===== config.mk =====
export PLATFORM = sky130hd
export DESIGN_NAME = servo_bus_status_deframer
export DESIGN_NICKNAME = d
export VERILOG_FILES = /design/src/rtl/svbd_pkg.sv /design/src/rtl/servo_bus_status_deframer.sv /design/src/rtl/svbd_front.sv /design/src/rtl/svbd_queue.sv /design/src/rtl/svbd_back.sv
export SDC_FILE = /design/constraint.sdc
export NUM_CORES = 1
export LEC_CHECK = 0
export ABC_AREA = 0
export ABC_CLOCK_PERIOD_IN_PS = 7320
export BUFFER_PORTS_ARGS = -buffer_cell sky130_fd_sc_hd__buf_2
export CORE_AREA = 5 5 322 324
export DETAILED_ROUTE_END_ITERATION = 10
export DIE_AREA = 0 0 327 329
export PLACE_DENSITY = 0.48
export SLEW_MARGIN = 20
export SYNTH_ARGS = -nofsm -noshare
export SYNTH_HDL_FRONTEND = slang
export SYNTH_HIERARCHICAL = 1
export SYNTH_SLANG_ARGS = --single-unit
export TNS_END_PERCENT = 30

===== constraint.sdc =====
create_clock -name clk -period 7.32 [get_ports clk]
set_input_delay 1.098 -clock clk [delete_from_list [all_inputs] [get_ports clk]]
set_output_delay 1.098 -clock clk [all_outputs]
set_load 0.05 [all_outputs]

===== src/rtl/svbd_pkg.sv =====
// Shared types and constants of the servo bus status deframer.
// Used by the front parser, the reply queue, the result emitter and the top level.
`default_nettype none

package svbd_pkg;

  localparam int MAX_PACKET_DEF = 64;
  localparam int IDX_W          = 6;
  localparam logic [7:0] HDR_BYTE = 8'hFF;

  typedef enum logic [1:0] {
    FN_BYTE    = 2'd0,
    FN_TIMEOUT = 2'd1,
    FN_ARM     = 2'd2
  } func_t;

  typedef enum logic [1:0] {
    ST_OK      = 2'd0,
    ST_TIMEOUT = 2'd1,
    ST_CORRUPT = 2'd2,
    ST_UNARMED = 2'd3
  } status_t;

  typedef struct packed {
    status_t            status;
    logic [7:0]         dev_id;
    logic [7:0]         err_bits;
    logic [IDX_W-1:0]   count;
  } desc_t;

  typedef struct packed {
    logic               en;
    logic [IDX_W-1:0]   addr;
    logic [7:0]         data;
  } mem_wr_t;

endpackage

`default_nettype wire


===== src/rtl/servo_bus_status_deframer.sv =====
// Servo bus status deframer, top level: stream ports, packing and checks.
// Instantiates svbd_front, svbd_queue and svbd_back; uses svbd_pkg.
//
// Input beats carry a selector in in_tuser: a received byte, a reply
// timeout or an arm with the expected device id. After an arm, bytes are
// parsed as 0xFF 0xFF, id, length, error, parameters and inverted-sum checksum.
// A good reply yields one result beat per parameter byte (one beat if none),
// marked by out_tlast on its final beat; a bad reply, timeout or unarmed
// timeout yields one beat with the status in out_tuser.
// The first result beat of a reply passes through the reply queue and then
// the output register; later beats follow one per cycle while out_tready is high.
// Throughput: one input beat per cycle. Parameter bytes of a new reply wait
// while the previous reply's parameters are still being read out of the
// single parameter memory; the two-entry reply queue holds the front back
// only when full.
// Reset clears the parser (unarmed, hunting the header) and empties the
// queue and output register; the parameter memory is not cleared.
// When out_tready is low the output beat holds and the queue fills, after
// which in_tready drops.
`default_nettype none

module servo_bus_status_deframer
  import svbd_pkg::*;
#(
  parameter int MAX_PACKET = MAX_PACKET_DEF
) (
  input  wire logic         clk,
  input  wire logic         rst_n,
  input  wire logic         in_tvalid,
  output logic              in_tready,
  input  wire logic [15:0]  in_tdata,   // rx_byte[7:0], target_id[15:8]
  input  wire logic [1:0]   in_tuser,   // func[1:0]
  output logic              out_tvalid,
  input  wire logic         out_tready,
  output logic [31:0]       out_tdata,  // device_id[7:0], error_bits[15:8],
                                        // param_index[21:16], param_byte[29:22]
  output logic [2:0]        out_tuser,  // status[1:0], param_valid[2]
  output logic              out_tlast
);

  logic              q_push, q_pop, q_full, q_empty, mem_release;
  desc_t             push_desc, q_head;
  mem_wr_t           mem_wr;
  status_t           o_status;
  logic [7:0]        o_dev_id, o_err_bits, o_param_byte;
  logic              o_param_valid;
  logic [IDX_W-1:0]  o_param_index;

  svbd_front #(.MAX_PACKET(MAX_PACKET)) u_front (
    .clk         (clk),
    .rst_n       (rst_n),
    .in_valid    (in_tvalid),
    .in_ready    (in_tready),
    .func        (in_tuser),
    .rx_byte     (in_tdata[7:0]),
    .target_id   (in_tdata[15:8]),
    .q_full      (q_full),
    .push        (q_push),
    .push_desc   (push_desc),
    .mem_wr      (mem_wr),
    .mem_release (mem_release)
  );

  svbd_queue u_queue (
    .clk       (clk),
    .rst_n     (rst_n),
    .push      (q_push),
    .push_desc (push_desc),
    .pop       (q_pop),
    .head      (q_head),
    .full      (q_full),
    .empty     (q_empty)
  );

  svbd_back #(.MAX_PACKET(MAX_PACKET)) u_back (
    .clk             (clk),
    .rst_n           (rst_n),
    .mem_wr          (mem_wr),
    .q_empty         (q_empty),
    .q_head          (q_head),
    .q_pop           (q_pop),
    .mem_release     (mem_release),
    .out_valid       (out_tvalid),
    .out_ready       (out_tready),
    .out_status      (o_status),
    .out_dev_id      (o_dev_id),
    .out_err_bits    (o_err_bits),
    .out_param_valid (o_param_valid),
    .out_param_index (o_param_index),
    .out_param_byte  (o_param_byte),
    .out_last        (out_tlast)
  );

  assign out_tdata = {2'b00, o_param_byte, o_param_index, o_err_bits, o_dev_id};
  assign out_tuser = {o_param_valid, o_status};

  a_param_ok: assert property (@(posedge clk) disable iff (!rst_n)
    out_tvalid && o_param_valid |-> o_status == ST_OK)
    else $error("parameter beat with non-ok status");

  a_fail_single: assert property (@(posedge clk) disable iff (!rst_n)
    out_tvalid && o_status != ST_OK |-> out_tlast && !o_param_valid)
    else $error("failure reply not a single last beat");

  a_no_overflow: assert property (@(posedge clk) disable iff (!rst_n)
    q_push |-> !q_full)
    else $error("reply queue overflow");

  a_pop_nonempty: assert property (@(posedge clk) disable iff (!rst_n)
    q_pop |-> !q_empty)
    else $error("reply queue underflow");

endmodule

`default_nettype wire


===== src/rtl/svbd_front.sv =====
// Front parser: accepts input beats, tracks the packet phase and checksum,
// writes parameter bytes to the emitter memory and queues one reply record. Uses svbd_pkg.
`default_nettype none

module svbd_front
  import svbd_pkg::*;
#(
  parameter int MAX_PACKET = MAX_PACKET_DEF
) (
  input  wire logic        clk,
  input  wire logic        rst_n,
  input  wire logic        in_valid,
  output logic             in_ready,
  input  wire logic [1:0]  func,
  input  wire logic [7:0]  rx_byte,
  input  wire logic [7:0]  target_id,
  input  wire logic        q_full,
  output logic             push,
  output desc_t            push_desc,
  output mem_wr_t          mem_wr,
  input  wire logic        mem_release
);

  localparam logic [8:0] LEN_MAX = 9'(MAX_PACKET - 4);

  typedef enum logic [2:0] {
    PH_HUNT1, PH_HUNT2, PH_ID, PH_LEN, PH_ERR, PH_PARAM, PH_CSUM
  } phase_t;

  phase_t            phase_r, phase_nxt;
  logic              armed_r, armed_nxt;
  logic              got_any_r, got_any_nxt;
  logic              lock_r, lock_nxt;
  logic [7:0]        exp_id_r, exp_id_nxt;
  logic [7:0]        length_r, length_nxt;
  logic [7:0]        sum_r, sum_nxt;
  logic [7:0]        err_r, err_nxt;
  logic [IDX_W-1:0]  cnt_r, cnt_nxt;
  logic              accept;

  assign in_ready = !q_full && !(lock_r && phase_r == PH_PARAM);
  assign accept   = in_valid && in_ready;

  always_comb begin
    phase_nxt   = phase_r;
    armed_nxt   = armed_r;
    got_any_nxt = got_any_r;
    exp_id_nxt  = exp_id_r;
    length_nxt  = length_r;
    sum_nxt     = sum_r;
    err_nxt     = err_r;
    cnt_nxt     = cnt_r;
    push        = 1'b0;
    push_desc   = '0;
    mem_wr      = '0;
    if (accept) begin
      case (func_t'(func))
        FN_ARM: begin
          armed_nxt   = 1'b1;
          exp_id_nxt  = target_id;
          phase_nxt   = PH_HUNT1;
          length_nxt  = '0;
          cnt_nxt     = '0;
          sum_nxt     = '0;
          err_nxt     = '0;
          got_any_nxt = 1'b0;
        end
        FN_TIMEOUT: begin
          push = 1'b1;
          if (!armed_r) begin
            push_desc.status = ST_UNARMED;
          end else begin
            push_desc.status = got_any_r ? ST_CORRUPT : ST_TIMEOUT;
          end
          armed_nxt   = 1'b0;
          phase_nxt   = PH_HUNT1;
          length_nxt  = '0;
          cnt_nxt     = '0;
          sum_nxt     = '0;
          err_nxt     = '0;
          got_any_nxt = 1'b0;
        end
        FN_BYTE: begin
          if (armed_r) begin
            got_any_nxt = 1'b1;
            unique case (phase_r)
              PH_HUNT1: begin
                if (rx_byte == HDR_BYTE) phase_nxt = PH_HUNT2;
              end
              PH_HUNT2: begin
                phase_nxt = (rx_byte == HDR_BYTE) ? PH_ID : PH_HUNT1;
              end
              PH_ID: begin
                if (rx_byte != exp_id_r) begin
                  phase_nxt = (rx_byte == HDR_BYTE) ? PH_ID : PH_HUNT1;
                end else begin
                  sum_nxt   = rx_byte;
                  phase_nxt = PH_LEN;
                end
              end
              PH_LEN: begin
                if (rx_byte < 8'd2 || {1'b0, rx_byte} > LEN_MAX) begin
                  push             = 1'b1;
                  push_desc.status = ST_CORRUPT;
                  armed_nxt        = 1'b0;
                  phase_nxt        = PH_HUNT1;
                  length_nxt       = '0;
                  cnt_nxt          = '0;
                  sum_nxt          = '0;
                  err_nxt          = '0;
                  got_any_nxt      = 1'b0;
                end else begin
                  length_nxt = rx_byte;
                  sum_nxt    = sum_r + rx_byte;
                  phase_nxt  = PH_ERR;
                end
              end
              PH_ERR: begin
                err_nxt   = rx_byte;
                sum_nxt   = sum_r + rx_byte;
                cnt_nxt   = '0;
                phase_nxt = (length_r > 8'd2) ? PH_PARAM : PH_CSUM;
              end
              PH_PARAM: begin
                mem_wr.en   = 1'b1;
                mem_wr.addr = cnt_r;
                mem_wr.data = rx_byte;
                cnt_nxt     = cnt_r + 1'b1;
                sum_nxt     = sum_r + rx_byte;
                if ({1'b0, cnt_r} + 7'd1 >= 7'(length_r - 8'd2)) phase_nxt = PH_CSUM;
              end
              PH_CSUM: begin
                push = 1'b1;
                if (rx_byte == ~sum_r) begin
                  push_desc.status   = ST_OK;
                  push_desc.dev_id   = exp_id_r;
                  push_desc.err_bits = err_r;
                  push_desc.count    = cnt_r;
                end else begin
                  push_desc.status = ST_CORRUPT;
                end
                armed_nxt   = 1'b0;
                phase_nxt   = PH_HUNT1;
                length_nxt  = '0;
                cnt_nxt     = '0;
                sum_nxt     = '0;
                err_nxt     = '0;
                got_any_nxt = 1'b0;
              end
              default: phase_nxt = PH_HUNT1;
            endcase
          end
        end
        default: ;
      endcase
    end
  end

  always_comb begin
    lock_nxt = lock_r;
    if (mem_release) lock_nxt = 1'b0;
    if (push && push_desc.count != '0) lock_nxt = 1'b1;
  end

  always_ff @(posedge clk) begin
    if (!rst_n) begin
      phase_r   <= PH_HUNT1;
      armed_r   <= 1'b0;
      got_any_r <= 1'b0;
      lock_r    <= 1'b0;
      exp_id_r  <= '0;
      length_r  <= '0;
      sum_r     <= '0;
      err_r     <= '0;
      cnt_r     <= '0;
    end else begin
      phase_r   <= phase_nxt;
      armed_r   <= armed_nxt;
      got_any_r <= got_any_nxt;
      lock_r    <= lock_nxt;
      exp_id_r  <= exp_id_nxt;
      length_r  <= length_nxt;
      sum_r     <= sum_nxt;
      err_r     <= err_nxt;
      cnt_r     <= cnt_nxt;
    end
  end

endmodule

`default_nettype wire


===== src/rtl/svbd_queue.sv =====
// Two-entry queue of reply records between the front parser and the emitter.
// Uses svbd_pkg for the record type.
`default_nettype none

module svbd_queue
  import svbd_pkg::*;
(
  input  wire logic  clk,
  input  wire logic  rst_n,
  input  wire logic  push,
  input  wire desc_t push_desc,
  input  wire logic  pop,
  output desc_t      head,
  output logic       full,
  output logic       empty
);

  desc_t       ent_r [2];
  logic        wp_r, rp_r;
  logic [1:0]  cnt_r;

  assign full  = (cnt_r == 2'd2);
  assign empty = (cnt_r == 2'd0);
  assign head  = ent_r[rp_r];

  always_ff @(posedge clk) begin
    if (push) ent_r[wp_r] <= push_desc;
  end

  always_ff @(posedge clk) begin
    if (!rst_n) begin
      wp_r  <= 1'b0;
      rp_r  <= 1'b0;
      cnt_r <= 2'd0;
    end else begin
      if (push) wp_r <= ~wp_r;
      if (pop) rp_r <= ~rp_r;
      cnt_r <= cnt_r + {1'b0, push} - {1'b0, pop};
    end
  end

endmodule

`default_nettype wire


===== src/rtl/svbd_back.sv =====
// Result emitter: holds the parameter memory, expands each reply record into
// result beats and drives the registered output channel. Uses svbd_pkg.
`default_nettype none

module svbd_back
  import svbd_pkg::*;
#(
  parameter int MAX_PACKET = MAX_PACKET_DEF
) (
  input  wire logic               clk,
  input  wire logic               rst_n,
  input  wire mem_wr_t            mem_wr,
  input  wire logic               q_empty,
  input  wire desc_t              q_head,
  output logic                    q_pop,
  output logic                    mem_release,
  output logic                    out_valid,
  input  wire logic               out_ready,
  output status_t                 out_status,
  output logic [7:0]              out_dev_id,
  output logic [7:0]              out_err_bits,
  output logic                    out_param_valid,
  output logic [IDX_W-1:0]        out_param_index,
  output logic [7:0]              out_param_byte,
  output logic                    out_last
);

  localparam int DEPTH = (MAX_PACKET - 6 > 2) ? MAX_PACKET - 6 : 2;
  localparam int AW    = $clog2(DEPTH);

  logic [7:0]        mem_r [DEPTH];
  logic [7:0]        rd_r;
  logic [IDX_W-1:0]  k_r, k_nxt;
  logic              valid_r, valid_nxt;
  status_t           status_r;
  logic [7:0]        dev_id_r, err_r;
  logic              pv_r;
  logic [IDX_W-1:0]  idx_r;
  logic              last_r;
  logic              issue, beat_last, has_params;

  assign has_params  = (q_head.count != '0);
  assign issue       = !q_empty && (!valid_r || out_ready);
  assign beat_last   = !has_params || (k_r == q_head.count - 1'b1);
  assign q_pop       = issue && beat_last;
  assign mem_release = q_pop && has_params;

  always_comb begin
    k_nxt = k_r;
    if (issue) k_nxt = beat_last ? '0 : k_r + 1'b1;
    valid_nxt = valid_r;
    if (issue) valid_nxt = 1'b1;
    else if (out_ready) valid_nxt = 1'b0;
  end

  always_ff @(posedge clk) begin
    if (mem_wr.en) mem_r[mem_wr.addr[AW-1:0]] <= mem_wr.data;
    if (issue) rd_r <= mem_r[k_r[AW-1:0]];
  end

  always_ff @(posedge clk) begin
    if (issue) begin
      status_r <= q_head.status;
      dev_id_r <= q_head.dev_id;
      err_r    <= q_head.err_bits;
      pv_r     <= has_params;
      idx_r    <= has_params ? k_r : '0;
      last_r   <= beat_last;
    end
  end

  always_ff @(posedge clk) begin
    if (!rst_n) begin
      k_r     <= '0;
      valid_r <= 1'b0;
    end else begin
      k_r     <= k_nxt;
      valid_r <= valid_nxt;
    end
  end

  assign out_valid       = valid_r;
  assign out_status      = status_r;
  assign out_dev_id      = dev_id_r;
  assign out_err_bits    = err_r;
  assign out_param_valid = pv_r;
  assign out_param_index = idx_r;
  assign out_param_byte  = pv_r ? rd_r : 8'd0;
  assign out_last        = last_r;

endmodule

`default_nettype wire

# After elaboration in Yosys (flattened, before gate mapping)

Memories as Yosys holds them, arrays and structs flattened. A register that Yosys moved wholly into a read port is not among the register bits.
Cells that the tools add are included.

$lt $le $gt $ge: 4
$add $sub $neg: 8
Bitwise logic cells: 3
Equal/unequal tests: 22
Reductions and logical operators: 35
Muxes and demuxes: 64

Operator list:

| kind                                                                            | number |
|---|---|
| 22-bit 2-to-1 mux                                                               | 3 |
| 8-bit 2-to-1 mux                                                                | 8 |
| 8-bit case mux with 2 select lines                                              | 4 |
| 15-bit 2-to-1 mux                                                               | 4 |
| 24-bit 2-to-1 mux                                                               | 2 |
| 8-bit case mux with 4 select lines                                              | 1 |
| 8-bit case mux with 3 select lines                                              | 1 |
| 5-bit AND reduction                                                             | 4 |
| 6-bit 2-to-1 mux                                                                | 3 |
| 3-bit case mux with 6 select lines                                              | 1 |
| 6-bit case mux with 3 select lines                                              | 1 |
| 1-bit 2-to-1 mux                                                                | 16 |
| 3-bit 2-to-1 mux                                                                | 5 |
| 6-bit by 1-bit adder with 6-bit output, second input constant                   | 2 |
| 2-bit 2-to-1 mux                                                                | 6 |
| 6-bit case mux with 2 select lines                                              | 1 |
| 6-bit nonzero test                                                              | 2 |
| 3-bit == test, second input constant                                            | 3 |
| 3-bit inequality test, second input constant                                    | 3 |
| 8-bit adder                                                                     | 1 |
| 8-bit == test                                                                   | 1 |
| 8-bit == test, second input constant                                            | 1 |
| 8-bit by 2-bit greater-than comparator with 1-bit output, second input constant | 1 |
| 8-bit by 6-bit greater-than comparator with 1-bit output, second input constant | 1 |
| 35 further kinds                                                                | 61 |

Logic and storage cells: 158
Register bits after elaboration: 81
Memories: 2
Bits of input ports: 22
Bits in writable memories: 512
Output and inout bits: 38

Memories:

| memory        | words | bits a word | rd ports | clocked after memory_dff | wr ports | line             | RTL |
|---|---|---|---|---|---|---|---|
| u_back.mem_r  | 58    | 8           | 1        | 1                        | 1        | svbd_back.sv:31  | `logic [7:0] mem_r [DEPTH];` |
| u_queue.ent_r | 2     | 24          | 1        | 1                        | 1        | svbd_queue.sv:18 | `desc_t ent_r [2];` |

# Depth between registers and ports, before layout

Gate-level depths: netlist (run 1).

Depth in word-level cells: 10
Depth in mapped cells: 15
Gate-level depth less buffers: 13

# Modules after synthesis

Netlist (run 1), hierarchy kept.

By module, submodules not included:

| module                    | times used | sequential area each (um2) | cells an instance | area each (um2) |
|---|---|---|---|---|
| svbd_back                 | 1          | 15094.5                    | 974               | 19796.5 |
| svbd_front                | 1          | 880.8                      | 387               | 3064.2 |
| svbd_queue                | 1          | 1541.5                     | 96                | 2063.2 |
| servo_bus_status_deframer | 1          | 0.0                        | 4                 | 26.3 |

# Worst setup path before layout (run 1)

OpenSTA, ideal clock, no wires.

Kind: input to register
Start point: in in_tvalid
End point: mem u_back.mem_r[34][0], enable pin
Stages on the path: 10
Path slack: 3.346 ns
Buffers on the path: 2
Data required time: 6.937 ns
Setup time: 0.383 ns
Arrival: 3.591 ns
Cell sequence: nor2b_1 > and2_1 > nand2_1 > nor2_1 > clkbuf_1 > and2_1 > clkbuf_1 > nor4bb_1 > nand2_1 > nor3_1

RTL lines:

| item               | line                            | RTL |
|---|---|---|
| start: declaration | servo_bus_status_deframer.sv:29 | `input wire logic in_tvalid,` |
| end: declaration   | svbd_back.sv:31                 |  |

==> run_results.csv, run 1 <==
group,metric,value,unit
placed_design,hpwl,40300,um
route,vias_per_cell,4.61,
sta,hold_viol,0,
clock_tree,clock-sinks,602,
synth,synth-edff-count,546,
finish,syn2layout_area_growth,15.0,%
sta,worst_slew_pin_slew,994,ps
die,dieArea,0.108,mm^2
worst_setup_path,worstSetupPathType,"reg2reg",
route,wl,63700,um
clock_tree,post_cts_resized,0,
clock_tree,clk_latency,620,ps
worst_setup_path,worstSetupEndpointType,"flip-flop",
synth,synthDistinctLibCells,75,
sta,min_period_over_period,0.562,
clock_tree,cts_buffer_depth,3,
worst_setup_path,r2r_setup_slack,3210,ps
die,die_y,329,um
worst_setup_path,crit_required,7570,ps
synth,yosysTopAreaCell,"edfxtp_1",
pwr,intPower,0.00572,W
pwr,finalPower,0.00718,W
worst_setup_path,r2r_cells,8,
hold_path,whs_path_depth,2,
worst_setup_path,worstSetupStartpointType,"flip-flop",
route,vias,13293,
pwr,ir_drop,168,uV
synth,ys_ff_latch,602,
pwr,p_leak,10.2,nW
placed_design,preCtsSetupSlack,2830,ps
pwr,power_density,250,mW/mm^2
placed_design,port_buffers,57,
clock_tree,clk_pin_slew,60,ps
sta,maxSlewHeadroom,0.332,
sta,setup_ws,3210,ps
pwr,p_sw_frac,0.204,
sta,finalSetupTns,0,ps
synth,yosysSeqAreaShare,0.702,
sta,final.min_clock_period,4110,ps
route,drt_iter0_markers,1028,
pwr,power_frac_comb,0.028,
synth,yosysMostFrequentCell,"edfxtp_1",
finish,antennaDiodeCount,0,
die,placementRows,117,
worst_setup_path,arrival,4360,ps
finish,multi_input_area,0.00695,mm^2
die,ioPinCount,60,
clock_tree,cts_tree,"built",
die,dieWidth,327,um
clock_tree,cts_setup_buffers,0,
sta,max_freq,0.243,GHz
grt,overflow,0,
grt,grt_start_max_net_pins,61,
placed_design,place.gp.congestion,0.803,
clock_tree,cts_buffers,61,
synth,syn_inst,1461,
synth,async_reset_ff_frac,0,
finish,fill_cells,9977,
synth,ys.flop_type,"edfxtp_1",
pwr,seqPwrFrac,0.520,
grt,grt_use_total,0.116,
sta,rsz0062_at_grt,"false",
hold_path,hold_class,"reg2reg",
grt,grt_pass1_vias,13566,
synth,avgSynthCellArea,17.1,um^2
clock_tree,root_buffer,"clkbuf_16",
grt,grt_antenna_before_repair,0,
synth,synth_commonest_cells,"546 x edfxtp_1, 104 x mux4_2, 95 x nor2_1",
sta,drv_slew,0,
finish,seqCellArea,0.0175,mm^2
synth,yosysWarnings,6,
die,initial_core_util,0.247,
run_status,outcome,"finished, final reports clean",
grt,grt_pass1_wl,93400,um
finish,fin_nets,1563,
synth,synth_area_leaders,"edfxtp_1 66%, mux4_2 9.4%, dfxtp_1 4.5%",
die,coreArea,0.101,mm^2
synth,syn-cell-area,0.0250,mm^2
sta,setup_violations,0,
pwr,p_clk_frac,0.452,
finish,drive_above_1_share,0.214,
synth,synth_top_area_frac,0.657,
worst_setup_path,crit_path_max_fanout,23,
pwr,p_sw,0.00146,W
run,cap_violations,0,
clock_tree,cts_max_level,2,
route,drtPass1Iterations,6,
route,drc_errors,0,
route,routedWlPerCell,22.1,um
route,detail-route-antenna-nets,0,
sta,finalClockSkew,46.6,ps
clock_tree,holdBufCountCts,0,
cell type report:
cell class | count | share of cell area
clock inverters | 44 | 0.0181
clock buffers | 71 | 0.0553
repair buffers | 72 | 0.0139
inverters | 18 | 0.00236
flip-flops and latches | 602 | 0.611
multi-input cells | 765 | 0.242
well taps | 1309 | 0.0571
final timing paths:
| kind | from | endpoint |
|---|---|---|
| setup / recovery | u_front/phase_r[2] | u_back/mem_r[55][4] |
| hold / removal | u_front/err_r[1] | u_front/err_r[1] |
| setup reg to reg | u_front/phase_r[2] | u_back/mem_r[55][4] |
| hold reg to reg | u_front/err_r[1] | u_front/err_r[1] |
power groups by stage:
stage | logic [W] | clock network [W] | registers, W
2_1_floorplan | 0.000149 | 0 | 0.00382
3_3_place_gp | 0.000199 | 0 | 0.00381
3_5_place_dp | 0.000202 | 0 | 0.00381
4_1_cts | 0.000202 | 0.00334 | 0.00374
5_1_grt | 0.000213 | 0.00349 | 0.00374
6_report | 0.000198 | 0.00325 | 0.00374
cell families (layout without fill, tap and decap cells):
logic type      count (synthesis)  after routing  share of synthesized area
fa+ha+maj                      21             21                     0.0108
mux                           192            192                      0.134
simple gates                  335            335                     0.0683
compound gates                175            175                     0.0480
buf+inv                        95            205                     0.0219
other cells                     1              2                   0.000150
flops                         602            602                      0.702
xor+xnor                       40             40                     0.0149
placed cells by master, fill, tap and decap left out, drive strengths merged, types with 13 or more instances in the layout:
| cell type | n |
|---|---|
| mux2i | 55 |
| a21oi | 45 |
| a211oi | 15 |
| nand2 | 58 |
| mux4 | 104 |
| clkinv | 26 |
| edfxtp | 546 |
| nor2 | 96 |
| o21ai | 29 |
| buf | 72 |
| dfxtp | 56 |
| and2 | 56 |
| clkbuf | 71 |
| ha | 20 |
| xnor2 | 29 |
| nor2b | 24 |
| nor3 | 17 |
| a22oi | 13 |
| inv | 18 |
| mux2 | 33 |
| nand3 | 31 |
state kept, by name, summed over array words and instances (netlist names), 8 cells and up, named ones only:
| name | count |
|---|---|
| u_front/sum_r | 8 |
| u_back/out_err_bits | 8 |
| u_back/mem_r | 464 |
| u_front/length_r | 8 |
| u_queue/ent_r | 48 |
| u_back/out_dev_id | 8 |
| u_front/exp_id_r | 8 |
| u_front/err_r | 8 |
| u_back/rd_r | 8 |
through the flow:
step	instance area, um^2	hold WS (ps)	std cells	utilization
floorplan	25000	432	1462	-
global placement	26600	448	2766	0.263
detailed placement	26600	449	2766	0.263
CTS	28700	457	2881	0.284
global route	28700	484	2881	0.284
finish	28700	457	2881	0.284
per-layer routing:
layer,vias to the layer above,share of wire,GRT usage
li1,5876,-,-
met1,6946,0.45,0.160
met2,392,0.47,0.187
met3,79,0.060,0.0250
met4,0,0.023,0.0320
met5,-,0,0
critical path: stages, from the launching register on:
cell	delay, ps
dfxtp_1	690
inv_1	260
nor2_1	190
nand3_1	170
nor2_1	160
buf_4	280
and2_1	460
nand4_1	690
nor2_1	830
Note: power is estimated with default switching activity, not from simulation.
==> inputs of run 2 (changes only) <==
- ABC_AREA: 0 -> 1
- ABC_CLOCK_PERIOD_IN_PS: 7320 -> 3450
- CORE_AREA: 5 5 322 324 -> 5 5 328 330
- DIE_AREA: 0 0 327 329 -> 0 0 333 335
- PLACE_DENSITY: 0.48 -> 0.49
- clock period: 7.32 -> 3.45 ns (I/O delays scaled with it)
==> run_results.csv, run 2 <==
group,metric,value,unit
clock_tree,post_cts_resized,0,
pwr,finalPower,0.0160,W
finish,drive_above_1_share,0.131,
synth,async_reset_ff_frac,0,
run,cap_violations,0,
clock_tree,cts_tree,"built",
route,met1_length,30600,um
route,top_layer,"met4",
hold_path,whs_path_depth,3,
worst_setup_path,crit_buf_inv,5,
worst_setup_path,worstSetupPathType,"reg2reg",
route,wl,70900,um
route,detail-route-antenna-nets,0,
sta,worst_slew_pin_slew,900,ps
worst_setup_path,crit_path_max_fanout,11,
hold_path,hold_class,"in2reg",
clock_tree,holdBufCountCts,0,
clock_tree,cts_buffer_depth,3,
finish,final_common_cell,"edfxtp_1",
synth,ys.flop_type,"edfxtp_1",
route,drt_iter0_markers,1274,
placed_design,port_buffers,57,
synth,syn_inst,2327,
synth,synth-edff-count,546,
pwr,ir_drop,352,uV
finish,layout_common_cells,"546 x edfxtp_1, 407 x nor2_1, 372 x nand2_1",
sta,rsz0062_at_grt,"false",
worst_setup_path,timing.rr.start,"u_front/phase_r[2]",
grt,grt_use_total,0.123,
finish,fin_nets,2477,
route,route.met3.wl,3910,um
grt,grt_antenna_before_repair,2,
route,vias_per_cell,4.47,
finish,largest_reg_flops,464,
finish,stdcell_count,3879,
worst_setup_path,reg2reg_to,"u_back/mem_r[2][3]",
sta,finalSetupTns,0,ps
die,placementRows,119,
sta,max_freq,0.312,GHz
sta,min_period_over_period,0.928,
worst_setup_path,worstPathCellList,"nand2_2 > nor2_4 > nand2_2 > nand3_2 > inv_2 > nand3_1 > buf_4 > nor2_1 > buf_4 > inv_1 > nand3_1 > nor2_1 > buf_4",
synth,yosysTopAreaCell,"edfxtp_1",
die,die_y,335,um
worst_setup_path,arrival,3540,ps
sta,final.min_clock_period,3200,ps
synth,ys_ff_latch,602,
clock_tree,cts_setup_buffers,0,
clock_tree,root_buffer,"clkbuf_16",
hold_path,min_from,"in_tdata[9]",
sta,hold_viol,0,
placed_design,placed_area,0.0282,mm^2
sta,maxSlewHeadroom,0.400,
worst_setup_path,crit_path_frequent_cell,"buf_4",
hold_path,min_to,"u_front/exp_id_r[1]",
die,coreArea,0.105,mm^2
synth,yosysSeqAreaShare,0.678,
worst_setup_path,r2r_setup_slack,250,ps
route,vias,17333,
synth,yosysMostFrequentCell,"edfxtp_1",
route,routedWlPerCell,18.3,um
worst_setup_path,cp.depth,13,
clock_tree,cts_buffers,60,
die,dieWidth,333,um
pwr,p_leak,11.9,nW
sta,hold_ws,168,ps
route,drtPass1Iterations,5,
grt,grt_pass1_wl,106000,um
clock_tree,clk_latency,650,ps
clock_tree,clock-sinks,602,
worst_setup_path,cp_slowest_cell,"nand3_1",
route,drc_errors,0,
die,dieArea,0.112,mm^2
worst_setup_path,cpLargestDelayFamily,"simple AND/OR/NAND/NOR gates",
sta,finalClockSkew,42.5,ps
synth,avgSynthCellArea,11.1,um^2
finish,final_cell_area,0.0304,mm^2
clock_tree,cts_max_level,2,
grt,overflow,0,
placed_design,place.gp.congestion,0.807,
sta,setup_violations,0,
worst_setup_path,worstSetupEndpointType,"flip-flop",
grt,grt_pass1_vias,17059,
worst_setup_path,critPathMaxStageDelay,470,ps
route,met2_length,34700,um
die,ioPinCount,60,
placed_design,dpl.cell_count,3763,
placed_design,hpwl,43800,um
clock_tree,clk_pin_slew,60,ps
die,initial_core_util,0.247,
worst_setup_path,crit_required,3790,ps
worst_setup_path,r2r_cells,13,
synth,synth_commonest_cells,"546 x edfxtp_1, 416 x nor2_1, 372 x nand2_1",
synth,synthDistinctLibCells,45,
pwr,power_density,526,mW/mm^2
sta,drv_slew,0,
worst_setup_path,worstSetupStartpointType,"flip-flop",
synth,syn-cell-area,0.0258,mm^2
synth,synth_area_leaders,"edfxtp_1 63%, nor2_1 6.0%, nand2_1 5.4%",
grt,grt_start_max_net_pins,169,
synth,yosysWarnings,6,
synth,synth_top_area_frac,0.634,
run_status,outcome,"finished, final reports clean",
finish,syn2layout_area_growth,17.7,%
## run 2: tightest hold or removal path, delay by kind of cell
kind / cells / cell delay [ps]
AOI/OAI and AO/OA: 2 / 180
buffers and inverters: 1 / 80
## run 2: metrics by stage
step	setup WS, ps	util
floorplan	423	-
global placement	289	0.270
detailed placement	267	0.270
CTS	241	0.291
global route	0.369	0.291
finish	248	0.291
## run 2: how the worst max path moves through the flow
stage	start	end	slack, ps
after floorplan	u_front/phase_r[1]	u_back/mem_r[0][4]	420
after global placement	u_front/phase_r[2]	u_back/mem_r[1][1]	290
after detailed placement	u_front/phase_r[2]	u_back/mem_r[3][0]	270
after CTS	u_front/phase_r[2]	u_back/mem_r[2][3]	240
after global routing	u_front/phase_r[1]	u_back/mem_r[2][3]	0.4
final	u_front/phase_r[2]	u_back/mem_r[2][3]	250
## run 2: cell families (layout without fill, tap and decap cells)
| kind of cell | after synthesis | count (layout) | synth area share |
|---|---|---|---|
| AOI/OAI and AO/OA | 392 | 392 | 0.0839 |
| xor gates and xnor gates | 20 | 20 | 0.00678 |
| adders and majority gates | 21 | 21 | 0.0105 |
| buffers and inverters | 259 | 417 | 0.0473 |
| DFF | 602 | 602 | 0.678 |
| muxes | 24 | 24 | 0.0134 |
| other | 1 | 4 | 0.000145 |
| and+or+nand+nor | 1008 | 1008 | 0.160 |
## run 2: area by class of cell
| cell class | instances | area, um^2 |
|---|---|---|
| fillers | 10828 | 74100 |
| flip-flops and latches | 602 | 17500 |
| multi-input cells | 1467 | 7180 |
| well taps | 1391 | 1740 |
| clock buffers | 79 | 1630 |
| repair buffers | 164 | 1280 |
| inverters | 139 | 529 |
| clock inverters | 35 | 520 |
| diodes | 2 | 5.00 |
## run 2: power breakdown
part           internal [W]  total (W)  switching [W]  leakage (nW)
logic              0.000280   0.000987       0.000707          4.26
registers           0.00789    0.00792      0.0000270          6.58
clock network       0.00419    0.00709        0.00289          1.04
## run 2: layer usage
metal | vias to the layer above | global-route usage
met2 | 442 | 0.210
met5 | - | 0
met4 | 0 | 0.0343
met1 | 8454 | 0.162
met3 | 105 | 0.0205
li1 | 8332 | -
==> inputs of run 3 (changes only) <==
- CORE_AREA: 5 5 328 330 -> 5 5 345 314
- DIE_AREA: 0 0 333 335 -> 0 0 350 319
==> run_results.csv, run 3 (same netlist as run 2, synthesis figures left out) <==
group,metric,value,unit
finish,stdcell_count,3882,
clock_tree,cts_setup_buffers,0,
pwr,p_sw_frac,0.230,
die,ioPinCount,60,
finish,drive_above_1_share,0.133,
worst_setup_path,arrival,3480,ps
clock_tree,clock-sinks,602,
sta,final.min_clock_period,3160,ps
sta,hold_ws,214,ps
route,routedWlPerCell,18.5,um
finish,final_common_cell,"edfxtp_1",
pwr,ir_drop,382,uV
pwr,p_clk_frac,0.445,
route,drc_errors,0,
grt,grt_use_total,0.126,
sta,hold_viol,0,
route,detail-route-antenna-nets,0,
run_status,outcome,"finished, final reports clean",
sta,max_freq,0.316,GHz
sta,min_period_over_period,0.917,
route,vias_per_cell,4.44,
finish,multi_input_area,0.00718,mm^2
finish,seqCellArea,0.0175,mm^2
grt,overflow,0,
die,die_y,319,um
grt,grt_pass1_wl,108000,um
worst_setup_path,worstSetupPathType,"reg2reg",
placed_design,dpl.cell_count,3760,
die,dieWidth,350,um
clock_tree,root_buffer,"clkbuf_16",
pwr,finalPower,0.0160,W
route,drt_iter0_markers,1230,
clock_tree,cts_buffers,66,
worst_setup_path,worstSetupEndpointType,"flip-flop",
grt,grt_pass1_vias,16992,
hold_path,hold_class,"in2reg",
finish,fill_cells,10731,
placed_design,port_buffers,57,
clock_tree,cts_tree,"built",
worst_setup_path,worstSetupStartpointType,"flip-flop",
finish,fin_nets,2491,
sta,maxSlewHeadroom,0.434,
die,dieArea,0.112,mm^2
pwr,power_density,526,mW/mm^2
placed_design,place.gp.congestion,0.804,
pwr,p_sw,0.00368,W
sta,rsz0062_at_grt,"false",
clock_tree,clk_latency,610,ps
route,vias,17251,
route,drtPass1Iterations,5,
grt,grt_start_max_net_pins,181,
sta,drv_slew,0,
pwr,p_leak,11.9,nW
die,coreArea,0.104,mm^2
sta,finalClockSkew,27.2,ps
finish,layout_common_cells,"546 x edfxtp_1, 406 x nor2_1, 372 x nand2_1",
sta,setup_violations,0,
finish,syn2layout_area_growth,17.9,%
sta,worst_slew_pin_slew,848,ps
grt,grt_antenna_before_repair,0,
finish,antennaDiodeCount,0,
placed_design,hpwl,44200,um
worst_setup_path,crit_path_max_fanout,11,
clock_tree,cts_buffer_depth,3,
die,initial_core_util,0.247,
route,wl,72000,um
pwr,intPower,0.0124,W
die,placementRows,113,
run,cap_violations,0,
worst_setup_path,crit_required,3770,ps
pwr,power_frac_comb,0.060,
finish,largest_reg_flops,464,
pwr,seqPwrFrac,0.494,
clock_tree,clk_pin_slew,60,ps
clock_tree,cts_max_level,3,
[run 3: cell count changes in the layout (fill, tap and decap cells not counted), sizes merged]
| cell | before | now |
|---|---|---|
| clkbuf | 79 | 81 |
| clkinv | 16 | 30 |
| bufinv | 11 | 7 |
| diode | 2 | 0 |
| inv | 142 | 141 |
| clkinvlp | 5 | 2 |
| buf | 164 | 172 |
[run 3: final timing paths]
check,from,endpoint,slack [ps],cells past startpoint
worst min register to register,u_front/length_r[7],u_front/length_r[7],450,2
worst min-delay path,in_tdata[10],u_front/exp_id_r[2],210,3
worst max-delay path,u_front/phase_r[1],u_back/mem_r[16][3],290,13
worst max register to register,u_front/phase_r[1],u_back/mem_r[16][3],290,13
[run 3: metrics by stage]
step / worst slack, ps / cell area [um^2] / utilization / setup TNS, ps
final: 288 / 30500 / 0.292 / 0
after global routing: 84.2 / 30500 / 0.292 / 0
after CTS: 129 / 30500 / 0.292 / 0
after detailed placement: -34.3 / 28300 / 0.271 / -272
after global placement: 70.8 / 28300 / 0.271 / 0
after floorplan: 423 / 25800 / - / 0
[run 3: metal layers]
layer | share of wire | global-route usage | routed length, um | up-vias
li1 | - | - | - | 8365
met1 | 0.47 | 0.181 | 33700 | 8427
met2 | 0.47 | 0.200 | 33500 | 387
met3 | 0.047 | 0.0188 | 3370 | 72
met4 | 0.019 | 0.0347 | 1380 | 0
met5 | 0 | 0 | 0 | -
[run 3: worst max-delay path, cell delays in order, from the launching register on]
cell     delay (ps)
dfxtp_1         380
inv_1            90
nand2_2         110
nor2_4           60
nand2_2          70
nand3_2         110
inv_2           130
nand3_1         330
buf_4           360
inv_1           330
nand2_1         240
buf_4           220
nor2_1          230
buf_4           230
[run 3: power groups by stage]
stage	Clock [W]	Sequential, W	Combinational [W]
6_report	0.00714	0.00793	0.000963
4_1_cts	0.00733	0.00793	0.000973
5_1_grt	0.00765	0.00793	0.00108
2_1_floorplan	0	0.00812	0.000659
3_5_place_dp	0	0.00808	0.000968
3_3_place_gp	0	0.00808	0.000976
[run 3: area by class of cell]
cell class,count,area share
sequential,602,0.575
multi-input combinational,1467,0.236
timing repair buffer,172,0.0438
tap,1380,0.0567
clock buffer,81,0.0578
clock inverter,41,0.0137
inverter,139,0.0174
[run 3: repair_timing]
action                                  CTS  global route
endpoints found under the setup margin    0             5
resized for setup                         0             1
hold buffers                              0             0
